**src/fair_share_rate_estimator_top_defines.svh**
```systemverilog
// Assertion helpers used by the top-level RTL file.
`ifndef FAIR_SHARE_RATE_ESTIMATOR_TOP_DEFINES_SVH
`define FAIR_SHARE_RATE_ESTIMATOR_TOP_DEFINES_SVH

// Consequent checked in the same cycle.
`define FSRE_ASSERT_SAME(lbl, ante, cons, msg) \
	lbl: assert property (@(posedge clk) disable iff (!arst_n) (ante) |-> (cons)) \
	else $error(msg);

// Consequent checked in the next cycle.
`define FSRE_ASSERT_NEXT(lbl, ante, cons, msg) \
	lbl: assert property (@(posedge clk) disable iff (!arst_n) (ante) |=> (cons)) \
	else $error(msg);

`endif

```
**src/fsre_pkg.sv**
```systemverilog
package fsre_pkg;

	localparam int EXP_TABLE_SIZE = 256;
	localparam int EXP_IDX_W      = $clog2(EXP_TABLE_SIZE);
	// position = gap * SIZE * 2^16 / (16 * K) = (gap << W_SHIFT) / K
	localparam int W_SHIFT        = EXP_IDX_W + 12;
	localparam int P_W            = EXP_IDX_W + 16;
	localparam int RATE_BITS      = 36;
	localparam int TIME_BITS      = 48;
	localparam int DIV_B_W        = 64;
	localparam int DIV_CNT_W      = 7;
	localparam int ADDR_W         = 5;

	localparam logic [29:0] NS_PER_S = 30'd1000000000;
	localparam logic [16:0] WGT_ONE  = 17'd65536;

	localparam logic [1:0] REG_LINK_RATE       = 2'd0;
	localparam logic [1:0] REG_QUEUE_THRESHOLD = 2'd1;
	localparam logic [1:0] REG_WINDOW_TICKS    = 2'd2;

	typedef logic [16:0] wgt_t;
	typedef wgt_t exp_tab_t [EXP_TABLE_SIZE+1];

	typedef struct packed {
		logic [16:0] pkt_bits;
		logic [35:0] norm_rate;
		logic [47:0] arrival_time;
		logic        was_dropped;
		logic [23:0] queue_bytes;
		logic [35:0] excess_bw;
	} in_item_t;

	typedef struct packed {
		logic [35:0] fair_share;
		logic [35:0] total_rate;
		logic [35:0] enqueued_rate;
		logic        is_congested;
	} out_item_t;

	typedef struct packed {
		logic                 start;
		logic [35:0]          a;
		logic [DIV_B_W-1:0]   b;
		logic [47:0]          c;
		logic [DIV_CNT_W-1:0] iters;
	} div_req_t;

	typedef struct packed {
		logic        done;
		logic [35:0] q;
	} div_rsp_t;

	// restoring long division, only evaluated while building the table
	function automatic logic [63:0] const_div(logic [63:0] num, logic [63:0] den);
		logic [63:0] q;
		logic [64:0] r;
		q = '0;
		r = '0;
		for (int b = 63; b >= 0; b--) begin
			r = {r[63:0], num[b]};
			if (r >= {1'b0, den}) begin
				r    = r - {1'b0, den};
				q[b] = 1'b1;
			end
		end
		return q;
	endfunction

	// exp(-16*i/SIZE) in Q1.16, Taylor series for the step ratio in Q0.32,
	// then repeated multiplication with round to nearest.
	function automatic exp_tab_t build_exp_tab();
		exp_tab_t    tab;
		logic [63:0] r;
		logic [63:0] term;
		logic [63:0] cur;
		logic [63:0] den;
		logic [63:0] rnd;
		r    = 64'd1 << 32;
		term = 64'd1 << 32;
		for (int n = 1; n <= 24; n++) begin
			den  = 64'(EXP_TABLE_SIZE) * 64'(n);
			term = const_div(term * 64'd16 + (den >> 1), den);
			if ((n & 1) != 0) r = r - term;
			else r = r + term;
		end
		cur = 64'd1 << 32;
		for (int i = 0; i <= EXP_TABLE_SIZE; i++) begin
			rnd    = (cur + 64'd32768) >> 16;
			tab[i] = rnd[16:0];
			cur    = (cur * r + 64'h80000000) >> 32;
		end
		return tab;
	endfunction

	localparam exp_tab_t EXP_TAB = build_exp_tab();

endpackage

```
**src/fsre_div.sv**
```systemverilog
// Bit-serial unit: q = floor(a * b' / c), b' = top iters bits of b, one bit of b per cycle, MSB first.
// With a = 1 it is a plain long division of b by c. Quotient saturates.
module fsre_div import fsre_pkg::*; (
	input  logic     clk,
	input  logic     arst_n,
	input  div_req_t req,
	output div_rsp_t rsp
);

	logic                 busy_q;
	logic                 done_q;
	logic [DIV_CNT_W-1:0] cnt_q;
	logic [35:0]          a_q;
	logic [DIV_B_W-1:0]   b_q;
	logic [47:0]          c_q;
	logic [47:0]          r_q;
	logic [35:0]          q_q;
	logic                 sat_q;

	logic [49:0] r2;
	logic [49:0] rn;
	logic [1:0]  dig;
	logic [37:0] qn;

	always_comb begin
		r2 = {1'b0, r_q, 1'b0} + {14'b0, (b_q[DIV_B_W-1] ? a_q : 36'd0)};
		if (r2 >= {1'b0, c_q, 1'b0}) begin
			rn  = r2 - {1'b0, c_q, 1'b0};
			dig = 2'd2;
		end else if (r2 >= {2'b0, c_q}) begin
			rn  = r2 - {2'b0, c_q};
			dig = 2'd1;
		end else begin
			rn  = r2;
			dig = 2'd0;
		end
		qn = {1'b0, q_q, 1'b0} + {36'b0, dig};
	end

	always_ff @(posedge clk or negedge arst_n) begin
		if (!arst_n) begin
			busy_q <= 1'b0;
			done_q <= 1'b0;
			cnt_q  <= '0;
		end else begin
			done_q <= !req.start && busy_q && (cnt_q == DIV_CNT_W'(1));
			if (req.start) begin
				busy_q <= 1'b1;
				cnt_q  <= req.iters;
			end else if (busy_q) begin
				cnt_q <= cnt_q - 1'b1;
				if (cnt_q == DIV_CNT_W'(1)) busy_q <= 1'b0;
			end
		end
	end

	always_ff @(posedge clk) begin
		if (req.start) begin
			a_q   <= req.a;
			b_q   <= req.b;
			c_q   <= req.c;
			r_q   <= '0;
			q_q   <= '0;
			sat_q <= 1'b0;
		end else if (busy_q) begin
			b_q   <= {b_q[DIV_B_W-2:0], 1'b0};
			r_q   <= rn[47:0];
			q_q   <= qn[35:0];
			sat_q <= sat_q | (qn[37:36] != 2'b00);
		end
	end

	assign rsp.done = done_q;
	assign rsp.q    = sat_q ? '1 : q_q;

endmodule

```
**config.mk**
```make
export PLATFORM = sky130hd
export DESIGN_NAME = fsre_div
export DESIGN_NICKNAME = d
export VERILOG_FILES = /design/src/fair_share_rate_estimator_top_defines.svh /design/src/fsre_pkg.sv /design/src/fsre_div.sv
export SDC_FILE = /design/constraint.sdc
export NUM_CORES = 1
export LEC_CHECK = 0
export BUFFER_PORTS_ARGS = -buffer_cell sky130_fd_sc_hd__buf_2
export CORE_MARGIN = 5
export CORE_UTILIZATION = 55
export DETAILED_ROUTE_END_ITERATION = 7
export PLACE_DENSITY = 0.78
export SKIP_LAST_GASP = 1
export SLEW_MARGIN = 0
export SYNTH_ARGS = -nofsm -noshare
export SYNTH_HDL_FRONTEND = slang
export SYNTH_SLANG_ARGS = --single-unit
```
**constraint.sdc**
```tcl
create_clock -name clk -period 6.9 [get_ports clk]
set_input_delay 0.345 -clock clk [delete_from_list [all_inputs] [get_ports clk]]
set_output_delay 0.345 -clock clk [all_outputs]
set_load 0.03 [all_outputs]
```
==> results_dict.tcl, run 1 <==
set metrics [dict create \
    clk_pin_slew_ns 0.06 \
    period_share 0.952 \
    rows 66 \
    numCtsBuffers 29 \
    die-area_sq_mm 0.0362 \
    synth_top_cell_area_share 0.249 \
    period_needed_ns 6.57 \
    critical_path_class "reg2reg" \
    vias 16500 \
    drive_above_1_share 0.199 \
    grt_setup_unrepaired "yes" \
    io_pins 195 \
    numPortBuffers 194 \
    critical_path_required_ns 7.37 \
    grt_max_degree 96 \
    tightest_slew_ns 1.15 \
    chipHeight_microns 190 \
    setup-violations-final 0 \
    maxCapViolCount 0 \
    place_ws_ns -0.129 \
    root_buffer "clkbuf_16" \
    irDropWorstVdd_v 0.000243 \
    max_freq_mhz 152 \
    synthesis.nets 2222 \
    routedWlPerCell_microns 20.2 \
    async_flop_share 0.0372 \
    ys_ff_latch 242 \
    area_growth_pct 19.5 \
    synth.yosys.seq_area_share 0.356 \
    cp-end-kind "register" \
    synthFlopType "edfxtp_1" \
    cts_tree "built" \
    hpwl_mm 39.5 \
    syn_area_per_cell_sq_um 9.28 \
    die_w_microns 190 \
    startpoint_type "register" \
    syn_area_sq_mm 0.0179 \
    clock_skew_ns 0.0174 \
    clk-insertion-delay-late_ns 0.57 \
    antenna_found_initial 0 \
    cp_data_arrival_time_ns 7.04 \
    status "completed" \
    leakagePower_nw 9.28 \
    crit_fanout 18 \
    finalWorstSetupSlack_ns 0.328 \
    initialDrtViolationCount 1923 \
    synth_cell_types 91 \
    slew_viol_final 0 \
    yosys-top-cells-area "edfxtp_1 (25%), dfxtp_1 (9.5%), ha_1 (9.4%), xnor2_1 (4.3%), mux2_2 (4.0%)" \
    cts.sinks 242 \
    slew_headroom 0.228 \
    wl_mm 54.2 \
    synth_edf_count 148 \
    drc 0 \
    grt_pass1_vias 16000 \
    syn_inst 1926 \
    p_per_area_mw_per_mm2 412 \
    grt.total_usage 0.284 \
    grt.overflow.total 0 \
    whs_ns 0.0256 \
    synth_area_leader_cell "edfxtp_1" \
    grt_pass1_wl_mm 83.7 \
    yosysWarningCount 0 \
    cts_buffer_depth 3 \
    gp_congestion 1.04 \
    holdCritPathClass "in2reg" \
    via_per_inst 6.18 \
    fin_util 0.662 \
    synthMostInstantiatedCell "edfxtp_1" \
    ant_nets 0 \
    ys_top_cells_by_count "edfxtp_1 (148), a21oi_1 (142), ha_1 (135)" \
    core_area_sq_mm 0.0323 \
    htreeDepth 1 \
    dr.pass1.iters 6 \
    hold_viol 0 \
    initial_core_util 0.554 \
    finish.net_count 2506 \
]
==> metrics by stage <==
stage | cells | TNS [ns] | area (sq um) | total power [mW]
after floorplan | 1926 | 0 | 17900 | 5.70
after global placement | 2524 | 0 | 19400 | 6.95
after detailed placement | 2524 | -0.483 | 19400 | 7.05
after CTS | 2666 | 0 | 21200 | 8.62
after global routing | 2674 | -0.307 | 21400 | 9.31
final | 2675 | 0 | 21400 | 8.80
==> report_power, final <==
group | switching [mW] | internal [mW]
clock network | 0.632 | 0.863
registers | 0.157 | 1.77
logic | 3.22 | 2.16
total | 4.01 | 4.79
==> worst paths after layout <==
path / from / end / slack, ns / depth (start not counted)
setup reg to reg: b_q[63]$_DFFE_PP_ / q_q[34]$_SDFFE_PP0P_ / 0.33 / 27
hold / removal: req[132] / a_q[13]$_DFFE_PP_ / 0.03 / 1
hold reg to reg: q_q[0]$_SDFFE_PP0P_ / q_q[0]$_SDFFE_PP0P_ / 0.49 / 2
setup / recovery: b_q[63]$_DFFE_PP_ / q_q[34]$_SDFFE_PP0P_ / 0.33 / 27
min in group asynchronous: arst_n / cnt_q[5]$_DFFE_PN0P_ / 0.16 / 2
max in group asynchronous: arst_n / busy_q$_DFF_PN0_ / 6.54 / 2
==> cell usage in the layout (no fill, tap or decap), types with 52 or more instances in the layout <==
cell type,count
dlygate4sd3_1,89
a21oi_1,138
nand3_1,52
o21ai_0,113
mux2_2,64
ha_1,133
edfxtp_1,148
xnor2_1,88
a211oi_1,52
nor2_1,112
inv_1,89
buf_2,193
nand2_1,123
dfxtp_1,85
a21o_1,62
xor2_1,66
==> kinds of logic after synthesis <==
family | Yosys count | share of synthesized area
XOR/XNOR | 154 | 0.0754
AND/OR/NAND/NOR | 536 | 0.153
multiplexers | 90 | 0.0554
flip-flops | 242 | 0.356
adder cells (fa/ha/maj) | 138 | 0.0978
AO/OA/AOI/OAI | 601 | 0.224
buffers and inverters | 165 | 0.0379
==> area by class of cell <==
cell class              count  area [sq um]
diodes                      1          2.50
clock buffers              37           807
clock inverters            16           121
fillers                  2570         10900
inverters                  91           342
multi-input cells        1519         11000
flip-flops and latches    242          6370
well taps                 442           553
repair buffers            327          2210
==> sequential cells by signal, indices dropped and copies added (netlist names) <==
name	flops
b_q	64
done_q	1
q_q	36
r_q	48
sat_q	1
a_q	36
cnt_q	7
busy_q	1
c_q	48
==> what timing repair did <==
item | CTS | global route
hold endpoints to repair | 97 | 0
resized for setup | 2 | 26
pin swaps | 0 | 10
endpoints found under the setup margin | 8 | 16
setup buffers | 0 | 8
gates cloned | 0 | 0
hold buffers | 89 | 0
==> worst max-delay path, cell delays in order, from the launching register on <==
cell      delay (ns)
edfxtp_1        0.40
buf_4           0.21
and2_1          0.19
ha_1            0.29
a211oi_1        0.36
o211ai_1        0.21
a31oi_1         0.35
o21bai_1        0.11
a21oi_1         0.18
xnor2_1         0.15
ha_1            0.40
nand3_1         0.13
or2_2           0.34
a311oi_1        0.41
o32ai_2         0.25
o31ai_4         0.25
a31oi_1         0.15
and3_2          0.26
inv_2           0.06
ha_1            0.18
nand3_1         0.18
nor2_2          0.17
nand4_1         0.16
or3_4           0.40
nor2_2          0.17
nand3_1         0.11
xor2_1          0.15
a211oi_1        0.24
==> layer usage <==
layer	global-route usage	vias up	share of wire
met5	0	-	0
met3	0.0443	180	0.084
met2	0.469	838	0.47
met4	0.118	0	0.047
met1	0.373	7740	0.40
li1	-	7786	-
Power figures use the tool's default switching activity.
==> inputs of run 2 (changes only) <==
--- a/config.mk
+++ b/config.mk
@@ -10,6 +10,7 @@
 export CORE_UTILIZATION = 55
 export DETAILED_ROUTE_END_ITERATION = 7
 export PLACE_DENSITY = 0.78
+export REMOVE_ABC_BUFFERS = 1
 export SKIP_LAST_GASP = 1
 export SLEW_MARGIN = 0
 export SYNTH_ARGS = -nofsm -noshare
==> results_dict.tcl, run 2 (synthesis gave the netlist of run 1 again) <==
set metrics [dict create \
    grt.total_usage 0.298 \
    cts.sinks 242 \
    largest_register_ffs 64 \
    initialDrtViolationCount 1436 \
    leakagePower_nw 9.26 \
    slowest_delay_ns 0.55 \
    core_area_sq_mm 0.0323 \
    cp_data_arrival_time_ns 6.97 \
    startpoint_type "register" \
    setup_tns_ns 0 \
    io_pins 195 \
    die_w_microns 190 \
    grt_pass1_wl_mm 87.3 \
    hold_viol 0 \
    chipHeight_microns 190 \
    grt_max_degree 86 \
    hpwl_mm 41.1 \
    ant_nets 0 \
    cts_tree "built" \
    irDropWorstVdd_v 0.000262 \
    numPortBuffers 194 \
    area_growth_pct 19.6 \
    cts_buffer_depth 3 \
    numCtsBuffers 28 \
    initial_core_util 0.554 \
    antenna_found_initial 2 \
    cpMaxStageDelayCell "a211oi_1" \
    top_regs "b_q x64, c_q x48, r_q x48" \
    p_per_area_mw_per_mm2 413 \
    grt.overflow.total 0 \
    path_delay_family "compound AO/OA/AOI/OAI gates" \
    nFillCells 2628 \
    wl_mm 55.8 \
    top_register "b_q" \
    max_freq_mhz 152 \
    period_needed_ns 6.56 \
    status "completed" \
    tightest_slew_ns 1.08 \
    finalWorstSetupSlack_ns 0.338 \
    gp_congestion 1.02 \
    cp-end-kind "register" \
    via_per_inst 6.13 \
    clk_pin_slew_ns 0.06 \
    drc 0 \
    holdCritPathClass "in2reg" \
    layout_common_cells "buf_2 (193), edfxtp_1 (148), a21oi_1 (142)" \
    layout_commonest_cell "buf_2" \
    period_share 0.951 \
    slew_headroom 0.271 \
    whs_ns 0.0603 \
    grt_setup_unrepaired "yes" \
    clk-insertion-delay-late_ns 0.58 \
    cp_num_buf_inv 2 \
    routedWlPerCell_microns 20.8 \
    rows 66 \
    slew_viol_final 0 \
    drive_above_1_share 0.195 \
    place_ws_ns -0.168 \
    clock_skew_ns 0.0368 \
    vias 16400 \
    die-area_sq_mm 0.0362 \
    dr.pass1.iters 5 \
    path_cells "buf_6 > and2_1 > ha_1 > o211ai_1 > o211ai_1 > a31o_2 > nand2_1 > o21ai_1 > a21oi_1 > o21ba_2 > xnor2_1 > ha_1 > and4_1 > nand4_1 > nand3b_1 > nand3b_1 > nor3b_4 > o31ai_2 > a31oi_1 > buf_4 > a211oi_1 > o21a_1 > o32ai_1" \
    grt_pass1_vias 16200 \
    finish.net_count 2511 \
    maxCapViolCount 0 \
    crit_fanout 34 \
    setup-violations-final 0 \
    critical_path_required_ns 7.31 \
    critical_path_class "reg2reg" \
    root_buffer "clkbuf_16" \
    htreeDepth 1 \
]
==> run 2: cell types whose count changed in the layout (fill, tap and decap cells not counted), sizes merged <==
cell / delta
inv: -2
clkinv: -4
clkbuf: +4
dlygate4sd3: +3
buf: +3
bufinv: +1
==> run 2: final cells by class <==
| cell class | count | area [sq um] | share of cell area |
|---|---|---|---|
| clock buffers | 41 | 791 | 0.0370 |
| repair buffers | 333 | 2260 | 0.106 |
| clock inverters | 11 | 133 | 0.00620 |
| flip-flops and latches | 242 | 6370 | 0.298 |
| multi-input cells | 1519 | 10900 | 0.511 |
| inverters | 91 | 342 | 0.0160 |
| diodes | 1 | 2.50 | 0.000117 |
| well taps | 442 | 553 | 0.0259 |
==> run 2: layer usage <==
metal,track usage,part of all wire,vias to the layer above,routed length (microns)
met2,0.496,0.45,746,25400
met1,0.400,0.43,7763,23800
met3,0.0615,0.089,121,4950
met5,0,0,-,0
met4,0.0743,0.029,0,1630
li1,-,-,7800,-
==> run 2: stage by stage <==
step	power (mW)	utilization	cell area [sq um]	std cells
2_1_floorplan	5.63	-	17500	1852
3_3_place_gp	7.03	0.601	19400	2531
3_5_place_dp	7.10	0.601	19400	2531
4_1_cts	8.68	0.659	21300	2675
5_1_grt	9.37	0.662	21400	2680
6_report	8.82	0.662	21400	2680
==> run 2: power breakdown <==
part	total (mW)	switching, mW	internal, mW
Sequential	1.94	0.167	1.77
Clock	1.49	0.613	0.872
Combinational	5.40	3.24	2.16
Total	8.82	4.02	4.80
==> run 2: path summary, 6_finish.rpt <==
check | from | end | slack (ns) | depth (start not counted)
worst min-delay path | req[55] | b_q[0]$_SDFFCE_PN0P_ | 0.06 | 2
worst max-delay path | b_q[63]$_DFFE_PP_ | r_q[21]$_SDFFE_PP0P_ | 0.34 | 23
worst min register to register | r_q[22]$_SDFFE_PP0P_ | r_q[22]$_SDFFE_PP0P_ | 0.48 | 2
max in group asynchronous | arst_n | busy_q$_DFF_PN0_ | 6.54 | 2
min in group asynchronous | arst_n | cnt_q[4]$_DFFE_PN0P_ | 0.17 | 2
worst max register to register | b_q[63]$_DFFE_PP_ | r_q[21]$_SDFFE_PP0P_ | 0.34 | 23
==> run 2: repair_timing <==
item                       in CTS  in global routing
cloned                          0                  0
setup buffers                   0                  4
pin swaps                       0                  7
hold endpoints to repair      100                  0
setup endpoints to repair       4                 24
hold buffers                   92                  0
resized for setup               3                 19
==> inputs of run 3 (changes only) <==
--- a/config.mk
+++ b/config.mk
@@ -9,6 +9,7 @@
 export CORE_MARGIN = 5
 export CORE_UTILIZATION = 55
 export DETAILED_ROUTE_END_ITERATION = 7
+export GPL_TIMING_DRIVEN = 0
 export PLACE_DENSITY = 0.78
 export REMOVE_ABC_BUFFERS = 1
 export SKIP_LAST_GASP = 1
==> results_dict.tcl, run 3 (synthesis gave the netlist of run 1 again) <==
set metrics [dict create \
    status "completed" \
    ant_nets 0 \
    wl_mm 54.2 \
    io_pins 195 \
    placed_area_sq_mm 0.0192 \
    finish.net_count 2507 \
    initial_core_util 0.554 \
    grt.overflow.total 0 \
    cts.sinks 242 \
    crit_fanout 23 \
    max_freq_mhz 148 \
    die_w_microns 190 \
    p_per_area_mw_per_mm2 406 \
    antenna_found_initial 0 \
    cts_tree "built" \
    cp-end-kind "register" \
    period_needed_ns 6.74 \
    fin_area_sq_mm 0.0219 \
    via_per_inst 6.17 \
    tightest_slew_ns 1.18 \
    path_common_cell "o21a_1" \
    gp_congestion 0.950 \
    cts_buffer_depth 3 \
    fin_util 0.677 \
    maxCapViolCount 0 \
    vias 16500 \
    top_regs "b_q x64, c_q x48, r_q x48" \
    clock_skew_ns 0.0525 \
    setup_tns_ns 0 \
    area_growth_pct 22.3 \
    grt_pass1_vias 16000 \
    grt.total_usage 0.285 \
    layout_commonest_cell "buf_2" \
    grt_pass1_wl_mm 84.2 \
    cpMaxStageDelayCell "nand2_1" \
    slowest_delay_ns 0.63 \
    cp_data_arrival_time_ns 7.22 \
    chipHeight_microns 190 \
    drive_above_1_share 0.217 \
    period_share 0.976 \
    r2r_slack_ns 0.16 \
    holdCritPathClass "in2reg" \
    irDropWorstVdd_v 0.000259 \
    routedWlPerCell_microns 20.3 \
    core_area_sq_mm 0.0323 \
    hold_viol 0 \
    htreeDepth 1 \
    leakagePower_nw 9.39 \
    layout_common_cells "buf_2 (193), edfxtp_1 (148), a21oi_1 (135)" \
    numCtsBuffers 28 \
    dr.pass1.iters 5 \
    setup-violations-final 0 \
    path_delay_family "compound AO/OA/AOI/OAI gates" \
    clk_pin_slew_ns 0.07 \
    critical_path_class "reg2reg" \
    hpwl_mm 37.9 \
    die-area_sq_mm 0.0362 \
    whs_ns 0.0417 \
    slew_viol_final 0 \
    root_buffer "clkbuf_16" \
    slew_headroom 0.194 \
    largest_register_ffs 64 \
    path_cells "and2_1 > ha_1 > fa_1 > a211oi_2 > o21a_1 > o211ai_1 > buf_4 > o21a_1 > o21a_1 > nor2_1 > xnor2_1 > ha_1 > a21oi_1 > o21a_1 > o221ai_2 > o32ai_4 > o31ai_4 > a31oi_1 > and3_4 > buf_4 > nand2_1 > o41a_1 > o211ai_1" \
    critical_path_required_ns 7.39 \
    cp_num_buf_inv 2 \
    initialDrtViolationCount 1298 \
    drc 0 \
    antenna_cells 0 \
    grt_max_degree 141 \
    startpoint_type "register" \
    rows 66 \
    clk-insertion-delay-late_ns 0.60 \
    numPortBuffers 194 \
    top_register "b_q" \
]
## run 3: layout make-up
cell class	instances	area (sq um)
Clock buffer	44	832
Sequential cell	242	6370
Fill cell	2517	10400
Multi-Input combinational cell	1519	11300
Clock inverter	8	96.3
Timing Repair Buffer	329	2340
Inverter	91	349
Tap cell	442	553
## run 3: final timing paths
path	from	endpoint	cells after the start
min reg2reg	r_q[2]$_SDFFE_PP0P_	r_q[2]$_SDFFE_PP0P_	1
max in group asynchronous	arst_n	busy_q$_DFF_PN0_	2
min	req[55]	b_q[0]$_SDFFCE_PN0P_	2
max	b_q[63]$_DFFE_PP_	r_q[43]$_SDFFE_PP0P_	23
min in group asynchronous	arst_n	cnt_q[2]$_DFFE_PN0P_	2
max reg2reg	b_q[63]$_DFFE_PP_	r_q[43]$_SDFFE_PP0P_	23
## run 3: what timing repair did
action                     in CTS  in global routing
resized for setup              48                 50
hold endpoints to repair      100                  0
pin swaps                      16                 23
cloned                          0                  0
hold buffers                   92                  0
setup buffers                  19                 19
setup endpoints to repair      85                 53
## run 3: per-stage QoR
stage | total power, mW | instances | setup WS [ns]
finish | 8.88 | 2675 | 0.164
global route | 9.40 | 2675 | -0.0181
CTS | 8.58 | 2656 | 0.0279
detailed placement | 6.88 | 2493 | -1.95
global placement | 6.77 | 2488 | -3.10
floorplan | 5.63 | 1852 | 0.382
## run 3: power by group
part	switching [mW]	total [mW]	internal, mW
Combinational	3.22	5.45	2.24
Clock	0.625	1.49	0.868
Sequential	0.161	1.93	1.77
## run 3: metal layers
metal  vias up  track usage  wire length (microns)
met5         -            0                      0
met3       121       0.0632                   4840
met1      7861        0.377                  22800
li1       7775            -                      -
met4         0       0.0757                   1480
met2       735        0.474                  25100
